**src/hdl/tor_pkg.sv**
```systemverilog
// Shared types and codes for the triangle occupancy raster unit.
// No dependencies.
package tor_pkg;

  localparam int CW = 8;   // box and bitmap coordinate width
  localparam int EW = 20;  // edge function accumulator width

  typedef logic [CW-1:0]        coord_t;
  typedef logic signed [CW:0]   coef_t;
  typedef logic signed [2*CW+1:0] prod_t;
  typedef logic signed [EW-1:0] edge_t;

  localparam logic [1:0] REQ_TEST  = 2'd0;
  localparam logic [1:0] REQ_DRAW  = 2'd1;
  localparam logic [1:0] REQ_CLEAR = 2'd2;

  localparam logic [1:0] STATUS_OK      = 2'd0;
  localparam logic [1:0] STATUS_OUTSIDE = 2'd1;
  localparam logic [1:0] STATUS_OVERLAP = 2'd2;

  localparam logic MARK_OCCUPIED = 1'b1;

  typedef enum logic [2:0] {
    K_TEST = 3'd0,
    K_DRAW = 3'd1,
    K_CLR  = 3'd2,
    K_NOP  = 3'd3,
    K_OUT  = 3'd4
  } cmd_kind_t;

  // Classified request handed from front to back.
  typedef struct packed {
    cmd_kind_t kind;
    coord_t    lox;
    coord_t    hix;
    coord_t    loy;
    coord_t    hiy;
    logic      neg;
    edge_t     e1;
    edge_t     e2;
    edge_t     e3;
    coef_t     p1;
    coef_t     q1;
    coef_t     p2;
    coef_t     q2;
    coef_t     p3;
    coef_t     q3;
  } cmd_t;

  function automatic coef_t sdiff(input coord_t a, input coord_t b);
    sdiff = $signed({1'b0, a}) - $signed({1'b0, b});
  endfunction

endpackage

```
**src/hdl/tor_queue.sv**
```systemverilog
// Two-entry command queue between front and back.
// Depends on tor_pkg.
module tor_queue (
  input  logic          clk,
  input  logic          rst_n,
  input  logic          push,
  input  tor_pkg::cmd_t wdata,
  output logic          full,
  input  logic          pop,
  output logic          empty,
  output tor_pkg::cmd_t rdata
);
  import tor_pkg::*;

  cmd_t       ent_r [2];
  logic       wp_r, rp_r;
  logic [1:0] cnt_r;

  assign full  = (cnt_r == 2'd2);
  assign empty = (cnt_r == 2'd0);
  assign rdata = ent_r[rp_r];

  always_ff @(posedge clk) begin
    if (!rst_n) begin
      wp_r  <= 1'b0;
      rp_r  <= 1'b0;
      cnt_r <= 2'd0;
    end else begin
      if (push) wp_r <= ~wp_r;
      if (pop)  rp_r <= ~rp_r;
      cnt_r <= cnt_r + {1'b0, push} - {1'b0, pop};
    end
  end

  always_ff @(posedge clk) begin
    if (push) ent_r[wp_r] <= wdata;
  end

endmodule

```
**config.mk**
```make
export PLATFORM = sky130hd
export DESIGN_NAME = tor_queue
export DESIGN_NICKNAME = d
export VERILOG_FILES = /design/src/hdl/tor_pkg.sv /design/src/hdl/tor_queue.sv
export SDC_FILE = /design/constraint.sdc
export NUM_CORES = 1
export LEC_CHECK = 0
export BUFFER_PORTS_ARGS = -buffer_cell sky130_fd_sc_hd__clkbuf_2
export CELL_PAD_IN_SITES_DETAIL_PLACEMENT = 1
export CELL_PAD_IN_SITES_GLOBAL_PLACEMENT = 1
export CORE_MARGIN = 10
export CORE_UTILIZATION = 35
export DETAILED_ROUTE_END_ITERATION = 6
export HOLD_SLACK_MARGIN = 0.12
export PLACE_DENSITY_LB_ADDON = 0.1
export SETUP_SLACK_MARGIN = 0.2
export SLEW_MARGIN = 20
export SYNTH_ARGS = -nofsm -noshare
export SYNTH_HDL_FRONTEND = slang
export SYNTH_SLANG_ARGS = --single-unit
```
**constraint.sdc**
```tcl
create_clock -name clk -period 26.4 [get_ports clk]
set_clock_uncertainty 0.1 [all_clocks]
set_input_delay 5.28 -clock clk [delete_from_list [all_inputs] [get_ports clk]]
set_output_delay 5.28 -clock clk [all_outputs]
set_load 0.01 [all_outputs]
```
Yosys cells after proc, flatten, opt, wreduce, memory -nomap -nowiden
Memory sizes are Yosys's and may differ from the RTL's. A register that Yosys moved wholly into a read port is not among the register bits.
Index checks and enable logic that the tools add are counted.
Storage, ports and cells
  logic and storage cells: 14
  output and inout port bits: 152
  memories: 1
  bits in writable memories: 300
  bits in registers: 4
  latch bits: 0
  memory bits (read-only): 0
  input bits: 154
Memory list
  ent_r: depth 2, bits a word 150, rd ports 1, clocked after memory_dff 1, write ports 1, RTL line tor_queue.sv:15  | cmd_t ent_r [2];
Operators by class
  divide/modulo/power cells: 0
  order comparisons: 0
  shift operators: 0
  bitwise logic cells: 2
  multipliers: 0
  add/subtract/negate cells: 2
  reductions and logical operators: 1
  multiplexer cells: 4
  equality and inequality tests: 1
Operators with widths (count)
  1-bit two-way mux: 4
  2-bit by 1-bit adder with 2-bit output: 1
  2-bit == test, second input constant: 1
  2-bit logical NOT: 1
  1-bit inverter: 2
  2-bit by 1-bit subtractor with 2-bit output: 1

Longest topological paths before layout
  depth in word-level cells: 3
  gate-level depth with buffers: 6
  mapped depth without buffers: 6

Worst setup path before layout
No wires, ideal clock.
  path kind: input -> register
  from: input push
  to: memory ent_r[0][0] (netlist bit) (enable)
  path slack: 13.822 ns
  buffers on the path: 0
  arrival: 11.799 ns
  cell stages on the path: 1
  required time: 25.621 ns
  library setup time: 0.679 ns
  path through: nor2b_1
On the way
  longest elaborated chain between the ends: 2
RTL lines
  from (decl): RTL line tor_queue.sv:6  | input logic push,
  1-bit two-way mux: RTL line tor_queue.sv:36  | if (push) ent_r[wp_r] <= wdata;
  1-bit two-way mux (implied by the code): RTL line tor_queue.sv:36
  to (decl): RTL line tor_queue.sv:15
No other way between the ends.

==> run summary <==
The max-slew violation count is 0. Of all nets on the critical path, the largest fanout is 58. The die extent in x came out at 201 microns.

The largest net degree at the start of global routing came out at 82. The clock sink count came out at 305. The peak per-stage delay on the critical path is 0.81 ns.

Before antenna repair, the detailed router went through 4 iterations. The post-detailed-route wirelength per cell is 20.8 microns. At the end of the flow the core is filled with cells to 0.446.

Routability-driven placement finished with a final weighted congestion of 0.737. The number of placement rows is 66. A synthesized cell averages 23.5 sq um. At the end of the flow, the number of nets in the layout was 973. The worst vdd rail ir drop came out at 0.0000535 V. The layout overhead on the synthesized area is 26.2%. The hold buffer count at CTS came out at 0.

Headroom to the max-slew limit came out at 0.319. Based on the critical path, the design can be clocked at up to 0.125 GHz. The via-per-instance ratio came out at 4.41.

The number of H-tree branching levels came out at 2. The initial antenna violation count is 4. By area the synthesized netlist is led by edfxtp_1 79%, mux2_4 13%, mux2_2 4.9%. The final routed DRC violation total came out at 0. The number of port buffers came out at 305. Of all cell types, the one taking the most synthesized area is edfxtp_1. STA puts the critical path data required time at 21.02 ns. The number of cells upsized or downsized after cts came out at 0.

The die is 201 microns tall. The die outline area came out at 40400 sq um. Counting the buffers created by CTS gives 34. The worst path in the final design needs a cycle of 8.03 ns, including I/O delays and setup. After filler insertion, the fill cell instance count of the layout stands at 3183. The min-delay analysis places its worst path in the category flip-flop to flip-flop.

The post-CTS clock slew at the launch and capture registers of the worst setup and hold paths came out at 0.06 ns. The power density over the cells is 77.3 nW/um^2. The fraction of layout instances using a drive strength above 1 came out at 0.603.

The worst reg-to-reg setup slack is 23.84 ns. The initial utilization of the core area, before any placement, comes to 0.353. The startpoint identified for the worst register-to-register timing path is wp_r$_SDFFE_PN0P_. The power consumption is 1120 uW. The root buffer cell chosen for the clock tree is clkbuf_16. The flow ran to the end, and the final reports show no timing, DRC or antenna violations. The routed wire length came out at 26600 microns. The reg-to-reg critical path endpoint is ent_r[1][149]$_DFFE_PP_. The netlist uses 15 different library cells.

The later pin in the worst-skew pair is clocked with a latency of 0.49 ns. The placed instances occupy a cell area of 13400 sq um. The largest individual stage delay along the critical path comes from the cell buf_4. The post-synthesis instance area came out at 11500 sq um. Setup repair after global routing left no endpoint under its margin.

The analysis attributes to cell leakage a power of 0.00566 uW. The critical path is of the flip-flop to primary output type. The slew of the pin with the lowest slew margin is 1.02 ns. For this run, the total global-route usage over all layers was measured as 0.126. The length in cells of the worst reg-to-reg path came out at 2. Once detail routing completed, the nets flagged for antenna violations numbered 0. The number of setup violations in the final report is 0. The arrival time of the worst setup path is 2.65 ns.

The post-synthesis cell count came out at 488. The detailed-placement wirelength estimate came out at 18900 microns. The TritonCTS clock tree is built. For this design the top-level I/O count stands at 306. The post-route standard cell area excluding fillers is 14500 sq um. The number of DRC violations after detailed-routing iteration 0 came out at 241.

The maximum number of buffers from clock root to sink came out at 3. The reported max-cap violation count came out at 0. The count of endpoints failing hold in the final timing report came out at 0. The total nets after synthesis is 644.

The via count of the first global-routing pass came out at 6328. The total congestion overflow after global routing is 0. The worst hold slack across all endpoints is 0.490 ns.

The first global-routing pass estimated 39000 microns of wire. The final cycle utilization of the critical path is 0.304. The number of cells on the worst hold path came out at 2. The worst setup path is captured at a primary output. The routed via count came out at 5664.

The core area is 32500 sq um. The worst setup path is launched from a flip-flop. The sequential element share of the synthesized area is 0.795. The fraction of post-synthesis cell area in the top cell type by area is 0.786. For this run, the number of Yosys warnings is 0. The startpoint of the most critical hold path is rp_r$_SDFFE_PN0P_. Walking the worst path, the cells encountered are buf_4, mux2_2, clkbuf_2. The post-CTS setup buffer count came out at 0. The number of flip-flops and latches in the synthesized netlist came out at 305.

The final-layout setup total negative slack is 0 ns.
flip-flops by register name, summed over array words and instances (netlist names), named ones only:
name and count:
cnt_r 2, wp_r 1, rp_r 1, ent_r 300
report_power, final:
part	switching [uW]	total, uW	internal [uW]	leakage [uW]
clock network	173	425	253	0.000496
registers	8.46	569	561	0.00286
logic	63.5	124	60.6	0.00230
routing by layer:
metal | up-vias | GRT usage | part of all wire
met5 | - | 0 | 0
met4 | 0 | 0.0352 | 0.020
met3 | 38 | 0.0510 | 0.080
met2 | 199 | 0.210 | 0.50
met1 | 2823 | 0.146 | 0.40
li1 | 2604 | - | -
kinds of logic after synthesis:
kind of cell               after synthesis  synth area share
xor gates and xnor gates                 2           0.00273
and+or+nand+nor                          9           0.00469
muxes                                  150             0.180
adders and majority gates                2           0.00218
buffers and inverters                   19            0.0150
DFF                                    305             0.795
AOI/OAI and AO/OA                        1          0.000655
placed cells by master, fill, tap and decap left out, drive strengths merged:
cell and n:
xor2 1, xnor3 1, clkbuf 349, buf 5
and2 4, mux2 150, ha 2, inv 2
dfxtp 5, diode 3, o21a 1, nor2b 4
clkinvlp 1, edfxtp 300, nor2 1, clkinv 13
synth_stat cells:
cell	count
edfxtp_1	300
mux2_4	100
mux2_2	50
buf_6	11
buf_2	5
dfxtp_1	5
and2_1	4
nor2b_1	4
ha_1	2
inv_1	2
buf_8	1
nor2_1	1
o21a_1	1
xnor3_1	1
xor2_1	1
metrics by stage:
step           instances  setup WS [ns]
2_1_floorplan        488          13.82
3_3_place_gp        1223          18.61
3_5_place_dp        1223          18.52
4_1_cts             1281          18.22
5_1_grt             1282          18.18
6_report            1284          18.37
worst max-delay path: cells and delay by family, from the launching register on:
| family | cells | cell delay [ns] |
|---|---|---|
| buffers and inverters | 2 | 0.95 |
| DFF | 1 | 0.71 |
| muxes | 1 | 0.45 |
final cells by class:
class | count | area (sq um) | share of cell area
flip-flops and latches | 305 | 9110 | 0.630
multi-input cells | 164 | 2190 | 0.152
repair buffers | 310 | 1580 | 0.109
clock buffers | 44 | 952 | 0.0658
well taps | 442 | 553 | 0.0382
clock inverters | 14 | 62.6 | 0.00433
inverters | 2 | 7.51 | 0.000519
diodes | 3 | 7.51 | 0.000519
worst max path at each step:
| stage | startpoint | endpoint | cells past startpoint |
|---|---|---|---|
| 6_report | flip-flop | rdata[36] | 3 |
| 5_1_grt | flip-flop | rdata[23] | 3 |
| 4_1_cts | flip-flop | rdata[125] | 3 |
| 3_5_place_dp | push | ent_r[1][4]$_DFFE_PP_ | 3 |
| 3_3_place_gp | push | ent_r[1][63]$_DFFE_PP_ | 3 |
| 2_1_floorplan | push | ent_r[0][0]$_DFFE_PP_ | 1 |
(Power assumes the default switching activity.)
